<file path="config.mk">
export PLATFORM = sky130hd
export DESIGN_NAME = pc_io_port_decoder_flat
export DESIGN_NICKNAME = d
export VERILOG_FILES = /design/src/pcio_pkg.sv /design/src/pcio_if.sv /design/src/pc_io_port_decoder.sv /design/src/flat_wrapper.sv
export SDC_FILE = /design/constraint.sdc
export NUM_CORES = 1
export LEC_CHECK = 0
export BUFFER_PORTS_ARGS = -buffer_cell sky130_fd_sc_hd__buf_4
export CORE_AREA = 2 2 191 193
export DETAILED_ROUTE_END_ITERATION = 8
export DIE_AREA = 0 0 193 195
export PLACE_DENSITY = 0.65
export SYNTH_ARGS = -nofsm -noshare
export SYNTH_HDL_FRONTEND = slang
export SYNTH_SLANG_ARGS = --single-unit
</file>
<file path="constraint.sdc">
create_clock -name clk -period 2.35 [get_ports clk]
set_input_delay 0.1175 -clock clk [delete_from_list [all_inputs] [get_ports clk]]
set_output_delay 0.1175 -clock clk [all_outputs]
set_load 0.005 [all_outputs]
</file>
<file path="src/pcio_pkg.sv">
// Package for the PC I/O port decoder: command codes, port addresses,
// access-mode codes and register masks. No dependencies.
package pcio_pkg;

    typedef enum logic [1:0] {
        CMD_READ   = 2'd0,
        CMD_WRITE  = 2'd1,
        CMD_KEY    = 2'd2,
        CMD_UNUSED = 2'd3
    } cmd_t;

    // 8253 access field, bits 5:4 of the mode byte
    typedef enum logic [1:0] {
        ACC_LATCH = 2'd0,
        ACC_LOW   = 2'd1,
        ACC_HIGH  = 2'd2,
        ACC_WORD  = 2'd3
    } acc_t;

    // channel select field, bits 7:6 of the mode byte
    localparam logic [1:0] SEL_CH0 = 2'd0;
    localparam logic [1:0] SEL_CH2 = 2'd2;

    localparam logic [15:0] PORT_TIMER0   = 16'h0040;
    localparam logic [15:0] PORT_TIMER2   = 16'h0042;
    localparam logic [15:0] PORT_MODE     = 16'h0043;
    localparam logic [15:0] PORT_KBD_DATA = 16'h0060;
    localparam logic [15:0] PORT_GATE     = 16'h0061;
    localparam logic [15:0] PORT_KBD_STAT = 16'h0064;
    localparam logic [15:0] PORT_SEQ_IDX  = 16'h03C4;
    localparam logic [15:0] PORT_SEQ_DAT  = 16'h03C5;
    localparam logic [15:0] PORT_GR_IDX   = 16'h03CE;
    localparam logic [15:0] PORT_GR_DAT   = 16'h03CF;
    localparam logic [15:0] PORT_MDA_IDX  = 16'h03B4;
    localparam logic [15:0] PORT_MDA_DAT  = 16'h03B5;
    localparam logic [15:0] PORT_CGA_IDX  = 16'h03D4;
    localparam logic [15:0] PORT_CGA_DAT  = 16'h03D5;
    localparam logic [15:0] PORT_COLOR    = 16'h03D9;
    localparam logic [15:0] PORT_STATUS   = 16'h03DA;

    localparam logic [7:0] CRTC_START_HI = 8'h0C;
    localparam logic [7:0] CRTC_START_LO = 8'h0D;

    localparam int          SEQ_NUM = 5;
    localparam int          GR_NUM  = 9;
    localparam logic [7:0]  VSYNC_BIT = 8'h08;
    localparam logic [7:0]  BYTE_ONES = 8'hFF;

    typedef logic [2:0] seq_idx_t;
    typedef logic [3:0] gr_idx_t;

    function automatic logic [7:0] seq_mask(input seq_idx_t idx);
        logic [7:0] m;
        case (idx)
            3'd0:    m = 8'h03;
            3'd1:    m = 8'h3F;
            3'd2:    m = 8'h0F;
            3'd3:    m = 8'h7F;
            3'd4:    m = 8'h0F;
            default: m = 8'h00;
        endcase
        return m;
    endfunction

    function automatic logic [7:0] gr_mask(input gr_idx_t idx);
        logic [7:0] m;
        case (idx)
            4'd0:    m = 8'h0F;
            4'd1:    m = 8'h0F;
            4'd2:    m = 8'h0F;
            4'd3:    m = 8'h3F;
            4'd4:    m = 8'h03;
            4'd5:    m = 8'h7F;
            4'd6:    m = 8'h0F;
            4'd7:    m = 8'h0F;
            4'd8:    m = 8'hFF;
            default: m = 8'h00;
        endcase
        return m;
    endfunction

endpackage

</file>
<file path="src/pcio_if.sv">
// Channel interfaces of the PC I/O port decoder: request, result and
// configuration. No dependencies.
interface pcio_req_if;
    logic        valid;
    logic        ready;
    logic [1:0]  cmd;
    logic [15:0] port_addr;
    logic [7:0]  write_data;
    logic [15:0] timer_now;
    logic [15:0] sound_count;
    logic        vsync;

    modport source (output valid, cmd, port_addr, write_data, timer_now, sound_count, vsync,
                    input ready);
    modport sink   (input valid, cmd, port_addr, write_data, timer_now, sound_count, vsync,
                    output ready);
endinterface

interface pcio_rsp_if;
    logic        valid;
    logic        ready;
    logic [7:0]  read_data;
    logic        timer_reload;
    logic [15:0] timer_divisor;
    logic        sound_update;
    logic [15:0] sound_divisor;
    logic        counter_load;
    logic [15:0] counter_value;
    logic        gate_update;
    logic [7:0]  speaker_gate;
    logic        key_irq;
    logic [16:0] display_offset;
    logic        text_blink;

    modport source (output valid, read_data, timer_reload, timer_divisor, sound_update,
                    sound_divisor, counter_load, counter_value, gate_update, speaker_gate,
                    key_irq, display_offset, text_blink,
                    input ready);
    modport sink   (input valid, read_data, timer_reload, timer_divisor, sound_update,
                    sound_divisor, counter_load, counter_value, gate_update, speaker_gate,
                    key_irq, display_offset, text_blink,
                    output ready);
endinterface

interface pcio_cfg_if;
    logic valid;
    logic ready;
    logic text_mode;

    modport source (output valid, text_mode, input ready);
    modport sink   (input valid, text_mode, output ready);
endinterface

</file>
<file path="src/pc_io_port_decoder.sv">
// PC/XT-style I/O port decoder: 8253 channels 0 and 2, keyboard queue,
// EGA sequencer/graphics, CGA colour select and CRTC start offset.
// Depends on pcio_pkg and the interfaces in pcio_if.sv.
//
//  channel | dir | payload                                   | accepted when
//  --------+-----+-------------------------------------------+----------------
//  req     | in  | cmd, port_addr, write_data, timer_now,     | valid && ready
//          |     | sound_count, vsync                        |
//  rsp     | out | read_data, event flags, divisors, offset  | valid && ready
//  cfg     | in  | text_mode                                 | valid && ready
//
// Request to result: an input register, then one pass of decode logic that
// updates the port state and loads the result register. One item per cycle
// is sustained while rsp.ready holds; the slowest path is the 16-bit port
// compare feeding the state muxes. Reset clears all port state (blink on,
// text mode on). A stalled result holds the decode stage, and a full input
// register then holds req.ready low; ready is never tied to an idle state.
module pc_io_port_decoder #(
    parameter int KEY_DEPTH = 4
) (
    input  logic            clk,
    input  logic            rst_n,
    pcio_req_if.sink        req,
    pcio_rsp_if.source      rsp,
    pcio_cfg_if.sink        cfg
);

    localparam int KIDX_W = (KEY_DEPTH > 1) ? $clog2(KEY_DEPTH) : 1;
    localparam int CNT_W  = $clog2(KEY_DEPTH + 1);

    // ---------------- handshake ----------------
    logic in_valid_reg;
    logic out_valid_reg;
    logic fire;         // decode stage moves an item into the result register

    assign fire      = in_valid_reg && (!out_valid_reg || rsp.ready);
    assign req.ready = !in_valid_reg || fire;
    assign cfg.ready = 1'b1;

    // ---------------- input register ----------------
    logic [1:0]  cmd_reg;
    logic [15:0] addr_reg;
    logic [7:0]  data_reg;
    logic [15:0] now_reg;
    logic [15:0] scount_reg;
    logic        vsync_reg;

    always_ff @(posedge clk)
    begin
        if (req.valid && req.ready)
        begin
            cmd_reg    <= req.cmd;
            addr_reg   <= req.port_addr;
            data_reg   <= req.write_data;
            now_reg    <= req.timer_now;
            scount_reg <= req.sound_count;
            vsync_reg  <= req.vsync;
        end
    end

    // ---------------- port state ----------------
    logic                text_mode_reg;
    logic                t_high_reg,  t_high_next;
    logic [7:0]          t_mode_reg,  t_mode_next;
    logic [15:0]         t_div_reg,   t_div_next;
    logic [15:0]         t_latch_reg, t_latch_next;
    logic                s_high_reg,  s_high_next;
    logic [7:0]          s_mode_reg,  s_mode_next;
    logic [15:0]         s_div_reg,   s_div_next;
    logic [15:0]         s_latch_reg, s_latch_next;
    logic [7:0]          gate_reg,    gate_next;
    logic [7:0]          key_reg   [KEY_DEPTH];
    logic [7:0]          key_next  [KEY_DEPTH];
    logic [CNT_W-1:0]    kcnt_reg,    kcnt_next;
    pcio_pkg::seq_idx_t  seq_idx_reg, seq_idx_next;
    logic [6:0]          seq_reg   [pcio_pkg::SEQ_NUM];
    logic [6:0]          seq_next  [pcio_pkg::SEQ_NUM];
    pcio_pkg::gr_idx_t   gr_idx_reg,  gr_idx_next;
    logic [7:0]          gr_reg    [pcio_pkg::GR_NUM];
    logic [7:0]          gr_next   [pcio_pkg::GR_NUM];
    logic [7:0]          color_reg,   color_next;
    logic [7:0]          crtc_idx_reg, crtc_idx_next;
    logic [16:0]         offset_reg,  offset_next;
    logic                blink_reg,   blink_next;

    // result flags for the item in decode
    logic [7:0] rd;
    logic       t_reload, s_update, c_load, g_update, k_irq;

    pcio_pkg::acc_t t_acc, s_acc;
    assign t_acc = pcio_pkg::acc_t'(t_mode_reg[5:4]);
    assign s_acc = pcio_pkg::acc_t'(s_mode_reg[5:4]);

    always_comb
    begin
        t_high_next   = t_high_reg;
        t_mode_next   = t_mode_reg;
        t_div_next    = t_div_reg;
        t_latch_next  = t_latch_reg;
        s_high_next   = s_high_reg;
        s_mode_next   = s_mode_reg;
        s_div_next    = s_div_reg;
        s_latch_next  = s_latch_reg;
        gate_next     = gate_reg;
        key_next      = key_reg;
        kcnt_next     = kcnt_reg;
        seq_idx_next  = seq_idx_reg;
        seq_next      = seq_reg;
        gr_idx_next   = gr_idx_reg;
        gr_next       = gr_reg;
        color_next    = color_reg;
        crtc_idx_next = crtc_idx_reg;
        offset_next   = offset_reg;
        blink_next    = blink_reg;
        rd            = pcio_pkg::BYTE_ONES;
        t_reload      = 1'b0;
        s_update      = 1'b0;
        c_load        = 1'b0;
        g_update      = 1'b0;
        k_irq         = 1'b0;

        case (cmd_reg)
            pcio_pkg::CMD_READ:
            begin
                unique case (addr_reg) inside
                    pcio_pkg::PORT_TIMER0:
                    begin
                        // low byte snapshots the free-running count
                        if (t_high_reg)
                        begin
                            t_high_next = 1'b0;
                            rd          = t_latch_reg[15:8];
                        end
                        else
                        begin
                            t_latch_next = now_reg;
                            t_high_next  = 1'b1;
                            rd           = now_reg[7:0];
                        end
                    end
                    pcio_pkg::PORT_TIMER2:
                    begin
                        unique case (s_acc)
                            pcio_pkg::ACC_WORD:
                            begin
                                s_high_next = !s_high_reg;
                                rd = s_high_reg ? s_div_reg[15:8] : s_div_reg[7:0];
                            end
                            pcio_pkg::ACC_LOW:  rd = s_div_reg[7:0];
                            pcio_pkg::ACC_HIGH: rd = s_div_reg[15:8];
                            default:
                            begin
                                if (s_high_reg)
                                begin
                                    s_high_next = 1'b0;
                                    rd          = s_latch_reg[15:8];
                                end
                                else
                                begin
                                    s_latch_next = scount_reg;
                                    s_high_next  = 1'b1;
                                    rd           = scount_reg[7:0];
                                end
                            end
                        endcase
                    end
                    pcio_pkg::PORT_MODE:     rd = s_mode_reg;
                    pcio_pkg::PORT_KBD_DATA:
                    begin
                        rd = key_reg[0];
                        if (kcnt_reg > CNT_W'(1))
                        begin
                            for (int i = 0; i < KEY_DEPTH - 1; i++)
                            begin
                                key_next[i] = key_reg[i + 1];
                            end
                            k_irq = 1'b1;
                        end
                        if (kcnt_reg != '0)
                        begin
                            kcnt_next = kcnt_reg - CNT_W'(1);
                        end
                    end
                    pcio_pkg::PORT_GATE:     rd = gate_reg;
                    pcio_pkg::PORT_KBD_STAT: rd = {7'd0, (kcnt_reg != '0)};
                    pcio_pkg::PORT_SEQ_IDX:  rd = {5'd0, seq_idx_reg};
                    pcio_pkg::PORT_SEQ_DAT:
                    begin
                        rd = (seq_idx_reg < 3'(pcio_pkg::SEQ_NUM))
                           ? {1'b0, seq_reg[seq_idx_reg]} : 8'd0;
                    end
                    pcio_pkg::PORT_GR_IDX:   rd = {4'd0, gr_idx_reg};
                    pcio_pkg::PORT_GR_DAT:
                    begin
                        rd = (gr_idx_reg < 4'(pcio_pkg::GR_NUM)) ? gr_reg[gr_idx_reg] : 8'd0;
                    end
                    pcio_pkg::PORT_COLOR:    rd = color_reg;
                    pcio_pkg::PORT_STATUS:   rd = vsync_reg ? pcio_pkg::VSYNC_BIT : 8'd0;
                    default:                 rd = pcio_pkg::BYTE_ONES;
                endcase
            end
            pcio_pkg::CMD_WRITE:
            begin
                unique case (addr_reg) inside
                    pcio_pkg::PORT_TIMER0:
                    begin
                        unique case (t_acc)
                            pcio_pkg::ACC_WORD:
                            begin
                                if (t_high_reg)
                                begin
                                    t_div_next  = {data_reg, t_div_reg[7:0]};
                                    t_high_next = 1'b0;
                                    t_reload    = 1'b1;
                                end
                                else
                                begin
                                    t_div_next  = {t_div_reg[15:8], data_reg};
                                    t_high_next = 1'b1;
                                end
                            end
                            pcio_pkg::ACC_LOW:
                            begin
                                t_div_next = {t_div_reg[15:8], data_reg};
                                t_reload   = 1'b1;
                            end
                            pcio_pkg::ACC_HIGH:
                            begin
                                t_div_next = {data_reg, t_div_reg[7:0]};
                                t_reload   = 1'b1;
                            end
                            default: ;  // latch mode: write dropped
                        endcase
                    end
                    pcio_pkg::PORT_TIMER2:
                    begin
                        unique case (s_acc)
                            pcio_pkg::ACC_WORD:
                            begin
                                if (s_high_reg)
                                begin
                                    s_div_next  = {data_reg, s_div_reg[7:0]};
                                    s_high_next = 1'b0;
                                    s_update    = 1'b1;
                                end
                                else
                                begin
                                    s_div_next  = {s_div_reg[15:8], data_reg};
                                    s_high_next = 1'b1;
                                end
                            end
                            pcio_pkg::ACC_LOW:
                            begin
                                s_div_next = {s_div_reg[15:8], data_reg};
                                s_update   = 1'b1;
                            end
                            pcio_pkg::ACC_HIGH:
                            begin
                                s_div_next = {data_reg, s_div_reg[7:0]};
                                s_update   = 1'b1;
                            end
                            default:
                            begin
                                // latch mode loads the speaker counter
                                if (s_high_reg)
                                begin
                                    s_latch_next = {data_reg, s_latch_reg[7:0]};
                                    s_high_next  = 1'b0;
                                    c_load       = 1'b1;
                                end
                                else
                                begin
                                    s_latch_next = {s_latch_reg[15:8], data_reg};
                                    s_high_next  = 1'b1;
                                end
                            end
                        endcase
                    end
                    pcio_pkg::PORT_MODE:
                    begin
                        if (data_reg[7:6] == pcio_pkg::SEL_CH0)
                        begin
                            t_mode_next = data_reg;
                            t_high_next = 1'b0;
                        end
                        else if (data_reg[7:6] == pcio_pkg::SEL_CH2)
                        begin
                            s_high_next = 1'b0;
                            if (data_reg != s_mode_reg)
                            begin
                                s_mode_next = data_reg;
                                s_update    = 1'b1;
                            end
                        end
                    end
                    pcio_pkg::PORT_GATE:
                    begin
                        gate_next = data_reg;
                        g_update  = 1'b1;
                    end
                    pcio_pkg::PORT_SEQ_IDX:  seq_idx_next = data_reg[2:0];
                    pcio_pkg::PORT_SEQ_DAT:
                    begin
                        if (seq_idx_reg < 3'(pcio_pkg::SEQ_NUM))
                        begin
                            seq_next[seq_idx_reg] =
                                data_reg[6:0] & 7'(pcio_pkg::seq_mask(seq_idx_reg));
                        end
                    end
                    pcio_pkg::PORT_GR_IDX:   gr_idx_next = data_reg[3:0];
                    pcio_pkg::PORT_GR_DAT:
                    begin
                        if (gr_idx_reg < 4'(pcio_pkg::GR_NUM))
                        begin
                            gr_next[gr_idx_reg] = data_reg & pcio_pkg::gr_mask(gr_idx_reg);
                        end
                    end
                    pcio_pkg::PORT_COLOR:
                    begin
                        color_next = data_reg;
                        blink_next = !data_reg[4];
                    end
                    pcio_pkg::PORT_MDA_IDX, pcio_pkg::PORT_CGA_IDX:
                    begin
                        crtc_idx_next = data_reg;
                    end
                    pcio_pkg::PORT_MDA_DAT, pcio_pkg::PORT_CGA_DAT:
                    begin
                        // text modes address words, so the start moves up one bit
                        if (crtc_idx_reg == pcio_pkg::CRTC_START_HI)
                        begin
                            offset_next = text_mode_reg ? {data_reg, offset_reg[8:0]}
                                                        : {1'b0, data_reg, offset_reg[7:0]};
                        end
                        else if (crtc_idx_reg == pcio_pkg::CRTC_START_LO)
                        begin
                            offset_next = text_mode_reg ? {offset_reg[16:9], data_reg, 1'b0}
                                                        : {1'b0, offset_reg[15:8], data_reg};
                        end
                    end
                    default: ;
                endcase
            end
            pcio_pkg::CMD_KEY:
            begin
                // append; dropped when the queue is full
                if (kcnt_reg < CNT_W'(KEY_DEPTH))
                begin
                    if (kcnt_reg == '0)
                    begin
                        k_irq = 1'b1;
                    end
                    key_next[kcnt_reg[KIDX_W-1:0]] = data_reg;
                    kcnt_next = kcnt_reg + CNT_W'(1);
                end
            end
            default: ;  // unused command: no effect
        endcase
    end

    // ---------------- control and state registers ----------------
    always_ff @(posedge clk or negedge rst_n)
    begin
        if (!rst_n)
        begin
            in_valid_reg  <= 1'b0;
            out_valid_reg <= 1'b0;
            text_mode_reg <= 1'b1;
            t_high_reg    <= 1'b0;
            t_mode_reg    <= '0;
            t_div_reg     <= '0;
            t_latch_reg   <= '0;
            s_high_reg    <= 1'b0;
            s_mode_reg    <= '0;
            s_div_reg     <= '0;
            s_latch_reg   <= '0;
            gate_reg      <= '0;
            for (int i = 0; i < KEY_DEPTH; i++)
            begin
                key_reg[i] <= '0;
            end
            kcnt_reg      <= '0;
            seq_idx_reg   <= '0;
            for (int i = 0; i < pcio_pkg::SEQ_NUM; i++)
            begin
                seq_reg[i] <= '0;
            end
            gr_idx_reg    <= '0;
            for (int i = 0; i < pcio_pkg::GR_NUM; i++)
            begin
                gr_reg[i] <= '0;
            end
            color_reg     <= '0;
            crtc_idx_reg  <= '0;
            offset_reg    <= '0;
            blink_reg     <= 1'b1;
        end
        else
        begin
            if (req.ready)
            begin
                in_valid_reg <= req.valid;
            end
            if (fire)
            begin
                out_valid_reg <= 1'b1;
            end
            else if (rsp.ready)
            begin
                out_valid_reg <= 1'b0;
            end
            if (cfg.valid)
            begin
                text_mode_reg <= cfg.text_mode;
            end
            if (fire)
            begin
                t_high_reg   <= t_high_next;
                t_mode_reg   <= t_mode_next;
                t_div_reg    <= t_div_next;
                t_latch_reg  <= t_latch_next;
                s_high_reg   <= s_high_next;
                s_mode_reg   <= s_mode_next;
                s_div_reg    <= s_div_next;
                s_latch_reg  <= s_latch_next;
                gate_reg     <= gate_next;
                key_reg      <= key_next;
                kcnt_reg     <= kcnt_next;
                seq_idx_reg  <= seq_idx_next;
                seq_reg      <= seq_next;
                gr_idx_reg   <= gr_idx_next;
                gr_reg       <= gr_next;
                color_reg    <= color_next;
                crtc_idx_reg <= crtc_idx_next;
                offset_reg   <= offset_next;
                blink_reg    <= blink_next;
            end
        end
    end

    // ---------------- result register ----------------
    // Value outputs come straight from the state: it only changes when a new
    // item loads this register, so they always match the item on show.
    logic [7:0] rd_reg;
    logic       t_reload_reg, s_update_reg, c_load_reg, g_update_reg, k_irq_reg;

    always_ff @(posedge clk)
    begin
        if (fire)
        begin
            rd_reg       <= rd;
            t_reload_reg <= t_reload;
            s_update_reg <= s_update;
            c_load_reg   <= c_load;
            g_update_reg <= g_update;
            k_irq_reg    <= k_irq;
        end
    end

    assign rsp.valid          = out_valid_reg;
    assign rsp.read_data      = rd_reg;
    assign rsp.timer_reload   = t_reload_reg;
    assign rsp.timer_divisor  = t_div_reg;
    assign rsp.sound_update   = s_update_reg;
    assign rsp.sound_divisor  = s_div_reg;
    assign rsp.counter_load   = c_load_reg;
    assign rsp.counter_value  = s_latch_reg;
    assign rsp.gate_update    = g_update_reg;
    assign rsp.speaker_gate   = gate_reg;
    assign rsp.key_irq        = k_irq_reg;
    assign rsp.display_offset = offset_reg;
    assign rsp.text_blink     = blink_reg;

endmodule

</file>
<file path="src/flat_wrapper.sv">
// flat-port wrapper written by rule: the top's interface ports become plain ports
module pc_io_port_decoder_flat 
#(
    parameter int KEY_DEPTH = 4
)
  (clk, rst_n, req_valid, req_cmd, req_port_addr, req_write_data, req_timer_now, req_sound_count, req_vsync, req_ready, rsp_valid, rsp_read_data, rsp_timer_reload, rsp_timer_divisor, rsp_sound_update, rsp_sound_divisor, rsp_counter_load, rsp_counter_value, rsp_gate_update, rsp_speaker_gate, rsp_key_irq, rsp_display_offset, rsp_text_blink, rsp_ready, cfg_valid, cfg_text_mode, cfg_ready);
  pcio_req_if req_i ();
  pcio_rsp_if rsp_i ();
  pcio_cfg_if cfg_i ();
  input  logic clk;
  input  logic rst_n;
  input wire logic [$bits(req_i.valid)-1:0] req_valid;
  input wire logic [$bits(req_i.cmd)-1:0] req_cmd;
  input wire logic [$bits(req_i.port_addr)-1:0] req_port_addr;
  input wire logic [$bits(req_i.write_data)-1:0] req_write_data;
  input wire logic [$bits(req_i.timer_now)-1:0] req_timer_now;
  input wire logic [$bits(req_i.sound_count)-1:0] req_sound_count;
  input wire logic [$bits(req_i.vsync)-1:0] req_vsync;
  output wire logic [$bits(req_i.ready)-1:0] req_ready;
  output wire logic [$bits(rsp_i.valid)-1:0] rsp_valid;
  output wire logic [$bits(rsp_i.read_data)-1:0] rsp_read_data;
  output wire logic [$bits(rsp_i.timer_reload)-1:0] rsp_timer_reload;
  output wire logic [$bits(rsp_i.timer_divisor)-1:0] rsp_timer_divisor;
  output wire logic [$bits(rsp_i.sound_update)-1:0] rsp_sound_update;
  output wire logic [$bits(rsp_i.sound_divisor)-1:0] rsp_sound_divisor;
  output wire logic [$bits(rsp_i.counter_load)-1:0] rsp_counter_load;
  output wire logic [$bits(rsp_i.counter_value)-1:0] rsp_counter_value;
  output wire logic [$bits(rsp_i.gate_update)-1:0] rsp_gate_update;
  output wire logic [$bits(rsp_i.speaker_gate)-1:0] rsp_speaker_gate;
  output wire logic [$bits(rsp_i.key_irq)-1:0] rsp_key_irq;
  output wire logic [$bits(rsp_i.display_offset)-1:0] rsp_display_offset;
  output wire logic [$bits(rsp_i.text_blink)-1:0] rsp_text_blink;
  input wire logic [$bits(rsp_i.ready)-1:0] rsp_ready;
  input wire logic [$bits(cfg_i.valid)-1:0] cfg_valid;
  input wire logic [$bits(cfg_i.text_mode)-1:0] cfg_text_mode;
  output wire logic [$bits(cfg_i.ready)-1:0] cfg_ready;
  assign req_i.valid = req_valid;
  assign req_i.cmd = req_cmd;
  assign req_i.port_addr = req_port_addr;
  assign req_i.write_data = req_write_data;
  assign req_i.timer_now = req_timer_now;
  assign req_i.sound_count = req_sound_count;
  assign req_i.vsync = req_vsync;
  assign req_ready = req_i.ready;
  assign rsp_valid = rsp_i.valid;
  assign rsp_read_data = rsp_i.read_data;
  assign rsp_timer_reload = rsp_i.timer_reload;
  assign rsp_timer_divisor = rsp_i.timer_divisor;
  assign rsp_sound_update = rsp_i.sound_update;
  assign rsp_sound_divisor = rsp_i.sound_divisor;
  assign rsp_counter_load = rsp_i.counter_load;
  assign rsp_counter_value = rsp_i.counter_value;
  assign rsp_gate_update = rsp_i.gate_update;
  assign rsp_speaker_gate = rsp_i.speaker_gate;
  assign rsp_key_irq = rsp_i.key_irq;
  assign rsp_display_offset = rsp_i.display_offset;
  assign rsp_text_blink = rsp_i.text_blink;
  assign rsp_i.ready = rsp_ready;
  assign cfg_i.valid = cfg_valid;
  assign cfg_i.text_mode = cfg_text_mode;
  assign cfg_ready = cfg_i.ready;
  pc_io_port_decoder #(.KEY_DEPTH(KEY_DEPTH)) u_core (.clk(clk), .rst_n(rst_n), .req(req_i), .rsp(rsp_i), .cfg(cfg_i));
endmodule
</file>
==> After elaboration in Yosys (flattened, before gate mapping) <==
Memory sizes are Yosys's and may differ from the RTL's.
Cells that the tools add are included.
Widths: inputs -> output; s select.
{ "totals": {"in_bits": 65, "memories": 1, "out_inout_bits": 90, "register_bits": 346, "wordCells": 280, "romBits": 128} }
{ "classes": {"reduce_logical": 58, "n_eq_ne": 58, "muxes": 82, "bitwise": 14, "add_sub_neg": 2, "n_lt_le_gt_ge": 10} }
{ "memory_table": {"columns": ["memory", "words", "word_bits", "rd", "rd_ports_with_merged_regs", "wr", "line_no", "rtl"], "rows": [
  ["(no name shown)", 16, 8, 1, 0, 0, "pcio_pkg.sv:67", "case (idx)"]
]} }
{ "op_table": {"columns": ["op", "count"], "rows": [
  ["$eq 16x10->1 const B", 10],
  ["$mux 16", 7],
  ["$eq 16x7->1 const B", 6],
  ["$pmux 16 s3", 2],
  ["$pmux 8 s12", 1],
  ["$mux 8", 11],
  ["$bwmux 72", 1],
  ["$mux 17", 4],
  ["$mux 7", 7],
  ["$mux 24", 2],
  ["$pmux 24 s2", 1],
  ["$reduce_and 6->1", 7],
  ["$bwmux 35", 1],
  ["$bmux 8 s4", 1],
  ["$bwmux 32", 1],
  ["$demux 8 s4", 1],
  ["$mux 32", 1],
  ["$pmux 16 s2", 1],
  ["$pmux 7 s4", 1],
  ["$pmux 8 s3", 1],
  ["$reduce_and 8->1", 3],
  ["$bmux 7 s3", 1],
  ["$demux 7 s3", 1],
  ["$mux 1", 21],
  ["other kinds (47)", 131]
]} }

==> Logic depth before layout (Yosys ltp) <==
Gate-level depths: netlist of run 1.
{ "logic_depth": {"depth_word": 8, "mapped_depth": 9} }

==> Worst setup path after synthesis of run 1 <==
No wires, ideal clock.
{ "synth_timing": {"path_kind": "register to register", "from": "register u_core.addr_reg[11]", "to": "register u_core.rd_reg[7] (netlist: u_core.rsp.read_data[7]) (data pin)", "arrival_time_ns": 2.290, "stages_incl_launch_ff": 6, "period_less_slack_ns": 2.574, "setup_slack_ns": -0.224, "path_buffers": 1, "t_required_ns": 2.066, "cell_sequence": "edfxtp_1 > or4_1 > buf_2 > or4_4 > nor4_2 > o221ai_1"} }
{ "synth_between": {"elab_chain_cells": 2} }
{ "synth_lines": {"columns": ["item", "line_no", "rtl"], "rows": [
  ["start: declaration", "pc_io_port_decoder.sv:42", "logic [15:0] addr_reg;"],
  ["start signal: assignment", "pc_io_port_decoder.sv:53", "addr_reg <= req.port_addr;"],
  ["$eq 16x10->1 (no source line) or $eq 16x7->1 (tied branches)", null, null],
  ["$pmux 8 s12 (*)", "pc_io_port_decoder.sv:125", "unique case (addr_reg) inside"],
  ["end signal: assignment", "pc_io_port_decoder.sv:451", "rd_reg <= rd;"],
  ["end: declaration", "pc_io_port_decoder.sv:444", "logic [7:0] rd_reg;"]
]} }
Every way passes the cells marked *; elsewhere a longest branch is shown, timed or not.
A chain may end at the register's enable or synchronous reset.

==> Worst setup path in the final report of run 1 <==
{ "layout_timing": {"from": "register u_core.addr_reg[2]", "to": "register u_core.key_reg[12] (netlist bit)"} }
{ "layout_between": {"elab_chain_cells": 3} }
{ "layout_lines": {"columns": ["item", "line_no", "rtl"], "rows": [
  ["$eq 16x7->1 (no source line)", null, null],
  ["$ne 2x1->1 (no source line)", null, null],
  ["$reduce_and 5->1 (no source line)", null, null],
  ["end signal: assignment", "pc_io_port_decoder.sv:427", "key_reg <= key_next;"],
  ["end: declaration", "pc_io_port_decoder.sv:72", "logic [7:0] key_reg [KEY_DEPTH];"]
]} }
No other way between the ends.

==> results.py, run 1 <==
metrics = {
    "grt": {
        "grt_overflow": 0,
        "antenna_found_initial": 0,
        "grt_max_degree": 87,
        "gr-usage-all-layers_pct": 24.97,
        "grt_pass1_vias": 12300,
        "grt_first_pass_wirelength_um": 72130,
    },
    "worst_setup_path": {
        "crit_buf_inv": 2,
        "arrival_ns": 2.93,
        "worst-setup-path-type": "reg2reg",
        "worstPathRequired_ns": 2.76,
        "cp_top_family": "simple AND/OR/NAND/NOR gates",
        "crit_chain": "or4_4 > buf_6 > nor4_4 > nor3b_4 > buf_12 > o21ai_4 > mux2_4",
        "rr_worst_depth": 7,
        "rrSetupSlack_ns": -0.17,
        "end_kind": "flop",
        "worstReg2RegStart": "u_core.addr_reg[2]",
        "slowest_delay_ns": 0.55,
        "critical-path-slowest-cell": "or4_4",
        "r2r_end": "u_core.key_reg[12]",
        "start_kind": "flop",
        "worstPathMaxFanout": 8,
    },
    "logic_synthesis": {
        "netlist_top_cells_area": "dfrtp_1 41%, edfxtp_1 14%, mux2_2 6.1%",
        "synth_fp_nets": 1390,
        "yosysSeqAreaShare_pct": 55.28,
        "synth_top_flop_cell": "dfrtp_1",
        "yosysMostFrequentCell": "dfrtp_1",
        "synth_top_area_share_pct": 41.24,
        "yosysUniqueCellTypes": 91,
        "yosysWarnings": 0,
        "avgSynthCellArea_um2": 12.03,
        "netlist_top_cells_count": "260 x dfrtp_1, 120 x nand2_1, 85 x mux2_2, 76 x clkbuf_1, 72 x edfxtp_1",
        "synthesis.instances": 1311,
        "yosys.area.top_type": "dfrtp_1",
        "synth_edf_count": 72,
        "synth.cell_area_um2": 15780,
        "synthArstFlopShare_pct": 78.44,
        "yosys_register_bits": 334,
    },
    "floorplanning": {
        "core-area_um2": 35400,
        "dieArea_um2": 37640,
        "initial_core_util_pct": 44.57,
        "rows": 69,
        "die_w_um": 193,
        "die_h_um": 195,
        "ios": 155,
    },
    "clock_network": {
        "cts_tree": "yes",
        "cts-root-buf": "clkbuf_16",
        "cts_buffers": 38,
        "cts.sinks": 334,
        "ctsLongestPathBuffers": 3,
        "path_clk_slew_ns": 0.06,
        "h-tree-depth": 2,
        "clock_latency_ns": 0.53,
    },
    "finish": {
        "nets": 1751,
        "largest_reg_flops": 72,
        "antennaDiodeCount": 0,
        "fin_cells": 2159,
        "seqCellArea_um2": 8722,
        "layout-drive-gt1-share_pct": 40.52,
        "fillCellCount": 2773,
        "multiInputGateArea_um2": 7417,
        "syn2layout_area_growth_pct": 36.82,
    },
    "sta": {
        "setup_violations": 99,
        "slew_headroom_pct": 52.06,
        "final_max_slew_viol_count": 0,
        "fin_crit_sh_pct": 107.4,
        "finalWorstPathRequiredPeriod_ns": 2.524,
        "hold_ws_ns": 0.07568,
        "finalHoldViolCount": 0,
        "fin_ws_ns": -0.1739,
        "fmax_ghz": 0.3962,
        "finClkSkew_ns": 0.02344,
        "tightest_slew_ns": 0.7143,
        "rsz0062_at_grt": "true",
    },
    "flow_run": {
        "max-cap-violations": 0,
    },
    "drt": {
        "post-route-drc-count": 0,
        "routed_wire_length_per_instance_um": 21.73,
        "ant_nets": 0,
        "dr_total_vias": 12159,
        "wl_um": 46910,
        "vias_per_cell": 5.632,
        "drt_pass1_iterations": 6,
        "detail_route.iter0.violations": 1030,
    },
    "place": {
        "dp_hpwl_um": 31040,
        "dp.cells": 1992,
        "gp_congestion": 0.9509,
        "io_buffers": 153,
    },
    "hold_path": {
        "hp-class": "in2async",
    },
    "power_and_ir_drop": {
        "powerDensity_nw_per_um2": 586.2,
        "power_leakage_nw": 9.806,
        "ir_worst_vdd_v": 0.0005788,
    },
    "status": {
        "status": "complete, but fails checks",
        "failed_checks": "setup timing",
    },
}
==> kinds of logic (layout without fill, tap and decap cells) <==
logic type	Yosys count	in the layout	share of synthesized area, %
simple gates	398	398	14.38
xor+xnor	16	16	0.8883
other cells	1	1	0.02377
mux	210	210	16.01
fa+ha+maj	14	14	1.110
compound gates	214	214	9.169
buf+inv	124	511	3.133
flops	334	334	55.28
==> worst max-delay path by stage <==
stage	to	slack, ns	cells past startpoint	from
global route	u_core.gr_reg[67]	-0.23	6	u_core.addr_reg[11]
floorplan	u_core.t_latch_reg[10]	-0.15	6	u_core.addr_reg[3]
global placement	u_core.rsp.read_data[0]	-0.21	6	u_core.addr_reg[7]
CTS	u_core.seq_reg[12]	-0.21	8	u_core.addr_reg[12]
finish	u_core.key_reg[12]	-0.17	7	u_core.addr_reg[2]
detailed placement	u_core.seq_reg[15]	-0.32	5	u_core.addr_reg[3]
==> layout make-up <==
type	instances	area share (%)
clock inverter	10	0.5043
timing repair buffer	416	16.45
tap	461	2.672
sequential	334	40.41
clock buffer	56	5.096
multi-input combinational	853	34.37
inverter	29	0.5043
==> stage by stage <==
| stage | TNS, ns | worst slack (ns) | utilization [%] | power (mW) | instance area, µm² |
|---|---|---|---|---|---|
| after floorplan | -6.594 | -0.1514 | - | 6.432 | 15890 |
| after global routing | -16.39 | -0.2279 | 60.98 | 13.05 | 21580 |
| final | -8.781 | -0.1739 | 60.98 | 12.65 | 21580 |
| after CTS | -13.24 | -0.2105 | 59.41 | 12.72 | 21030 |
| after global placement | -10.35 | -0.2061 | 52.36 | 6.841 | 18530 |
| after detailed placement | -16.62 | -0.3224 | 52.36 | 6.848 | 18530 |
==> placed cells by master, fill, tap and decap left out, types with 20 or more instances in the layout <==
cell type      instances
dlygate4sd3_1         64
mux2_4                86
nand3_1               20
buf_4                306
edfxtp_1              72
inv_1                 28
mux2i_1               48
nor2_1                47
o21ai_1               30
and2_1                31
a21oi_1               34
clkbuf_16             39
buf_6                 33
nor2b_1               29
a22o_1                26
mux2_2                57
dfrtp_1              259
o21ai_0               30
nand2_1              120
==> power breakdown <==
group          total (mW)  switching [mW]  internal [mW]
Sequential           6.07          0.0480           6.02
Combinational       0.812           0.474          0.338
Clock                5.77            2.31           3.46
Total                12.7            2.84           9.82
==> what timing repair did <==
action / 4_1_cts / 5_1_grt
setup endpoints to repair: 129 / 235
endpoints found under the hold margin: 323 / 0
pin swaps: 40 / 44
setup buffers: 26 / 17
hold buffers: 64 / 0
gates resized for setup: 118 / 106
==> metal layers <==
metal	global-route usage [%]	vias to the layer above	routed length, µm
met2	38.67	460	21810
met5	0	-	0
met4	7.856	0	1306
met1	35.92	6140	20680
li1	-	5473	-
met3	4.224	86	3119
Power figures use the tool's default switching activity.
==> run 2, diff against run 1 <==
CORE_AREA = 8 8 197 199   (was 2 2 191 193)
DIE_AREA = 0 0 205 207   (was 0 0 193 195)
==> results.py, run 2 (synthesis results as in run 1) <==
metrics = {
    "status": {
        "status": "complete, but fails checks",
        "failed_checks": "setup timing",
    },
    "drt": {
        "post-route-drc-count": 0,
        "wl_um": 49250,
        "dr_total_vias": 12225,
        "drt_pass1_iterations": 7,
        "routed_wire_length_per_instance_um": 22.66,
        "detail_route.iter0.violations": 984,
        "ant_nets": 0,
        "vias_per_cell": 5.623,
    },
    "sta": {
        "final_max_slew_viol_count": 0,
        "slew_headroom_pct": 51.23,
        "fin_ws_ns": -0.1744,
        "fin_crit_sh_pct": 107.4,
        "tightest_slew_ns": 0.7267,
        "finalWorstPathRequiredPeriod_ns": 2.524,
        "fmax_ghz": 0.3961,
        "finClkSkew_ns": 0.01400,
        "finalHoldViolCount": 0,
        "setup_violations": 106,
        "rsz0062_at_grt": "true",
    },
    "power_and_ir_drop": {
        "clkPwrFrac_pct": 45.5,
        "power_frac_seq_pct": 47.9,
        "switching_share_pct": 22.98,
        "combPwrFrac_pct": 6.6,
        "powerDensity_nw_per_um2": 585.8,
        "p_sw_mw": 2.912,
        "power_leakage_nw": 9.881,
        "ir_worst_vdd_v": 0.0005864,
        "power_mw": 12.67,
        "internal-power_mw": 9.761,
    },
    "finish": {
        "post-route-cell-area_um2": 21630,
        "syn2layout_area_growth_pct": 37.13,
        "final_common_cell": "buf_4",
        "multiInputGateArea_um2": 7382,
        "seqCellArea_um2": 8722,
        "largest_reg_flops": 72,
        "final_cell_mix": "306 x buf_4, 259 x dfrtp_1, 110 x nand2_1",
        "fillCellCount": 2791,
        "layout-drive-gt1-share_pct": 40.65,
        "nets": 1755,
    },
    "worst_setup_path": {
        "cp_top_family": "simple AND/OR/NAND/NOR gates",
        "critical-path-slowest-cell": "or4b_4",
        "end_kind": "flop",
        "worstReg2RegStart": "u_core.addr_reg[7]",
        "worstPathMaxFanout": 8,
        "worstPathRequired_ns": 2.75,
        "crit_buf_inv": 1,
        "crit_chain": "or4b_4 > buf_4 > or4_4 > nor3_4 > nand3_4 > mux2_4",
        "r2r_end": "u_core.t_latch_reg[10]",
        "arrival_ns": 2.93,
        "rr_worst_depth": 6,
        "slowest_delay_ns": 0.58,
        "rrSetupSlack_ns": -0.17,
        "start_kind": "flop",
        "worst-setup-path-type": "reg2reg",
    },
    "place": {
        "dp_hpwl_um": 33210,
        "gp_congestion": 0.9677,
        "io_buffers": 153,
        "pre_cts_slack_ns": -0.2765,
        "placed_cell_area_um2": 18590,
    },
    "grt": {
        "grt_pass1_vias": 12569,
        "grt_use_met1_pct": 31.98,
        "grt_overflow": 0,
        "gr-usage-all-layers_pct": 22.68,
        "grt-busiest-layer": "met2",
        "grt_util_met2_pct": 35.07,
        "grt_util_met3_pct": 4.370,
        "antenna_found_initial": 2,
        "grt_first_pass_wirelength_um": 75670,
        "grt_max_degree": 79,
    },
    "flow_run": {
        "max-cap-violations": 0,
    },
    "clock_network": {
        "path_clk_slew_ns": 0.06,
        "cts-root-buf": "clkbuf_16",
        "cts_buffers": 37,
        "ctsLongestPathBuffers": 3,
        "cts_tree": "yes",
        "clock_latency_ns": 0.53,
        "h-tree-depth": 2,
        "cts.sinks": 334,
    },
    "floorplanning": {
        "die_w_um": 205,
        "die_h_um": 207,
        "dieArea_um2": 42440,
        "rows": 70,
        "core-area_um2": 35910,
        "initial_core_util_pct": 43.93,
        "ios": 155,
    },
    "hold_path": {
        "hp-class": "in2async",
    },
}
-- run 2: cell types whose count changed in the layout (fill, tap and decap cells not counted), sizes merged --
| cell | change |
|---|---|
| clkbuf | -7 |
| inv | +1 |
| buf | +4 |
| clkinv | +9 |
| diode | +1 |
-- run 2: repair_timing --
| action | in CTS | in global routing |
|---|---|---|
| endpoints found under the hold margin | 131 | 0 |
| setup endpoints to repair | 142 | 240 |
| buffers inserted | 23 | 12 |
| hold buffers | 64 | 0 |
| gates cloned | 1 | 2 |
| pin swaps | 32 | 37 |
| gates resized for setup | 100 | 123 |
-- run 2: area by class of cell --
| class | count | area share, % |
|---|---|---|
| diodes | 1 | 0.01157 |
| clock buffers | 48 | 4.853 |
| clock inverters | 20 | 0.7693 |
| inverters | 29 | 0.5032 |
| multi-input cells | 853 | 34.13 |
| flip-flops and latches | 334 | 40.32 |
| well taps | 468 | 2.707 |
| repair buffers | 421 | 16.71 |
-- run 2: metal layers --
layer	vias up	routed length, µm
met2	474	22480
met5	-	0
met1	6159	21620
li1	5493	-
met4	0	1606
met3	99	3549
-- run 2: worst reg2reg max path, cell delays in order (launching register included) --
cell	delay, ns
edfxtp_1	0.40
or4b_4	0.58
buf_4	0.17
or4_4	0.45
nor3_4	0.28
nand3_4	0.20
mux2_4	0.34
-- run 2: metrics by stage --
step | setup TNS, ns | std cells | util [%] | hold slack (ns)
detailed placement | -16.44 | 2008 | 51.76 | 0.1591
global route | -18.39 | 2174 | 60.24 | 0.2448
floorplan | -6.594 | 1311 | - | -0.1781
finish | -10.32 | 2174 | 60.24 | 0.1858
global placement | -12.16 | 2008 | 51.76 | 0.1605
CTS | -13.59 | 2163 | 58.54 | 0.2047
-- run 2: worst max-delay path by stage --
stage / slack [ns] / startpoint / cells past startpoint / end
after detailed placement: -0.28 / u_core.addr_reg[11] / 5 / u_core.seq_reg[17]
final: -0.17 / u_core.addr_reg[7] / 6 / u_core.t_latch_reg[10]
after CTS: -0.22 / u_core.addr_reg[12] / 10 / u_core.gr_reg[49]
after global routing: -0.25 / u_core.addr_reg[3] / 7 / u_core.key_reg[13]
after global placement: -0.21 / u_core.addr_reg[11] / 5 / u_core.seq_reg[15]
after floorplan: -0.15 / u_core.addr_reg[3] / 6 / u_core.t_latch_reg[10]
-- run 2: power groups by stage --
stage	Clock, mW	Combinational [mW]	Sequential (mW)
CTS	5.85	0.788	6.07
global placement	0	0.679	6.17
detailed placement	0	0.688	6.18
finish	5.77	0.835	6.07
floorplan	0	0.268	6.16
global route	6.13	0.892	6.07
==> run 3, diff against run 2 <==
PLACE_DENSITY = not set   (was 0.65)
clock period = 3.05 ns   (was 2.35 ns; I/O delays follow)
==> results.py, run 3 (synthesis results as in run 1) <==
metrics = {
    "finish": {
        "fillCellCount": 3062,
        "final_cell_mix": "260 x dfrtp_1, 214 x buf_4, 120 x nand2_1",
        "largest_reg_flops": 72,
        "fin_cells": 2034,
        "nets": 1617,
        "final_common_cell": "dfrtp_1",
        "fin_util_pct": 54.68,
        "antennaDiodeCount": 0,
        "multiInputGateArea_um2": 6561,
        "seqCellArea_um2": 8721,
        "layout-drive-gt1-share_pct": 27.46,
        "syn2layout_area_growth_pct": 24.46,
    },
    "sta": {
        "finalHoldViolCount": 0,
        "fmax_ghz": 0.3456,
        "finClkSkew_ns": 0.02192,
        "tightest_slew_ns": 0.7788,
        "fin_crit_sh_pct": 94.87,
        "fin_ws_ns": 0.1563,
        "final_max_slew_viol_count": 0,
        "rsz0062_at_grt": "false",
        "fin_setup_tns_ns": 0,
        "slew_headroom_pct": 47.73,
        "setup_violations": 0,
        "finalWorstPathRequiredPeriod_ns": 2.894,
    },
    "power_and_ir_drop": {
        "p_sw_mw": 2.243,
        "switching_share_pct": 22.32,
        "power_mw": 10.05,
        "internal-power_mw": 7.809,
        "clkPwrFrac_pct": 48.1,
        "combPwrFrac_pct": 5.3,
        "power_frac_seq_pct": 46.6,
        "powerDensity_nw_per_um2": 512.0,
        "ir_worst_vdd_v": 0.0004343,
        "power_leakage_nw": 8.872,
    },
    "drt": {
        "wl_um": 45650,
        "detail_route.iter0.violations": 763,
        "vias_per_cell": 5.575,
        "drt_pass1_iterations": 5,
        "dr_total_vias": 11339,
        "routed_wire_length_per_instance_um": 22.45,
        "ant_nets": 0,
        "post-route-drc-count": 0,
    },
    "worst_setup_path": {
        "critical-path-slowest-cell": "or4_1",
        "arrival_ns": 3.29,
        "cp_top_family": "simple AND/OR/NAND/NOR gates",
        "crit_chain": "buf_4 > or4_1 > or4_4 > nor3_2 > nand3_2 > mux2_1",
        "start_kind": "flop",
        "worstPathMaxFanout": 10,
        "worstPathRequired_ns": 3.45,
        "end_kind": "flop",
        "slowest_delay_ns": 0.65,
        "crit_buf_inv": 1,
        "worst-setup-path-type": "reg2reg",
    },
    "place": {
        "io_buffers": 153,
        "pre_cts_slack_ns": 0.1717,
        "gp_congestion": 0.8977,
        "dp_hpwl_um": 31650,
        "dp.cells": 1902,
    },
    "status": {
        "status": "complete, no violations",
    },
    "floorplanning": {
        "die_w_um": 205,
        "initial_core_util_pct": 43.93,
        "dieArea_um2": 42440,
        "core-area_um2": 35910,
        "rows": 70,
        "ios": 155,
        "die_h_um": 207,
    },
    "clock_network": {
        "cts-root-buf": "clkbuf_16",
        "h-tree-depth": 2,
        "post-cts-setup-buffers": 0,
        "ctsLongestPathBuffers": 3,
        "path_clk_slew_ns": 0.06,
        "clock_latency_ns": 0.53,
        "cts_tree": "yes",
        "cts_buffers": 38,
        "cts.sinks": 334,
    },
    "grt": {
        "grt_first_pass_wirelength_um": 70080,
        "grt_pass1_vias": 11376,
        "grt_overflow": 0,
        "grt_max_degree": 72,
        "antenna_found_initial": 0,
        "gr-usage-all-layers_pct": 21.09,
    },
    "flow_run": {
        "max-cap-violations": 0,
    },
    "hold_path": {
        "hp-class": "in2async",
    },
}
run 3: cell count changes in the layout (fill, tap and decap cells not counted), sizes merged:
cell      previous run  this run
buf                356       218
clkinv              16         8
clkbuf              49        53
bufinv               2         4
inv                 30        32
clkinvlp             1         0
diode                1         0
run 3: layout make-up:
class | count | area share (%)
inverters | 29 | 0.5544
multi-input cells | 853 | 33.42
clock buffers | 53 | 5.805
well taps | 468 | 2.982
flip-flops and latches | 334 | 44.42
clock inverters | 15 | 0.9941
repair buffers | 282 | 11.83
run 3: layer usage:
layer | wire length, µm | global-route usage [%]
met1 | 20760 | 29.96
met2 | 20360 | 31.82
met3 | 3292 | 4.744
met4 | 1244 | 6.336
met5 | 0 | 0
run 3: power groups by stage:
stage	logic [mW]	registers, mW	clock network, mW
2_1_floorplan	0.201	4.75	0
3_3_place_gp	0.463	4.76	0
6_report	0.533	4.68	4.84
5_1_grt	0.578	4.69	5.10
3_5_place_dp	0.465	4.77	0
4_1_cts	0.534	4.68	4.94
run 3: worst paths after layout:
kind	startpoint	end	slack, ns	cells after the start
max	u_core.addr_reg[2]	u_core.t_latch_reg[15]	0.16	6
min	rst_n	u_core.rsp.timer_divisor[3]	0.16	2
max reg2reg	u_core.addr_reg[2]	u_core.t_latch_reg[15]	0.16	6
min reg2reg	u_core.now_reg[12]	u_core.t_latch_reg[12]	0.45	1
max in group asynchronous	rst_n	u_core.t_latch_reg[15]	2.01	3
min in group clk	req_timer_now[13]	u_core.now_reg[13]	0.34	2
run 3: through the flow:
step / instance area [µm²] / hold WS [ns]
floorplan: 15780 / -0.1431
global placement: 17660 / 0.1468
detailed placement: 17660 / 0.1435
CTS: 19630 / 0.1680
global route: 19630 / 0.1985
finish: 19630 / 0.1634
run 3: timing repair:
| item | CTS | global route |
|---|---|---|
| hold buffers | 64 | 0 |
| hold endpoints to repair | 118 | 0 |
| resized for setup | 0 | 0 |
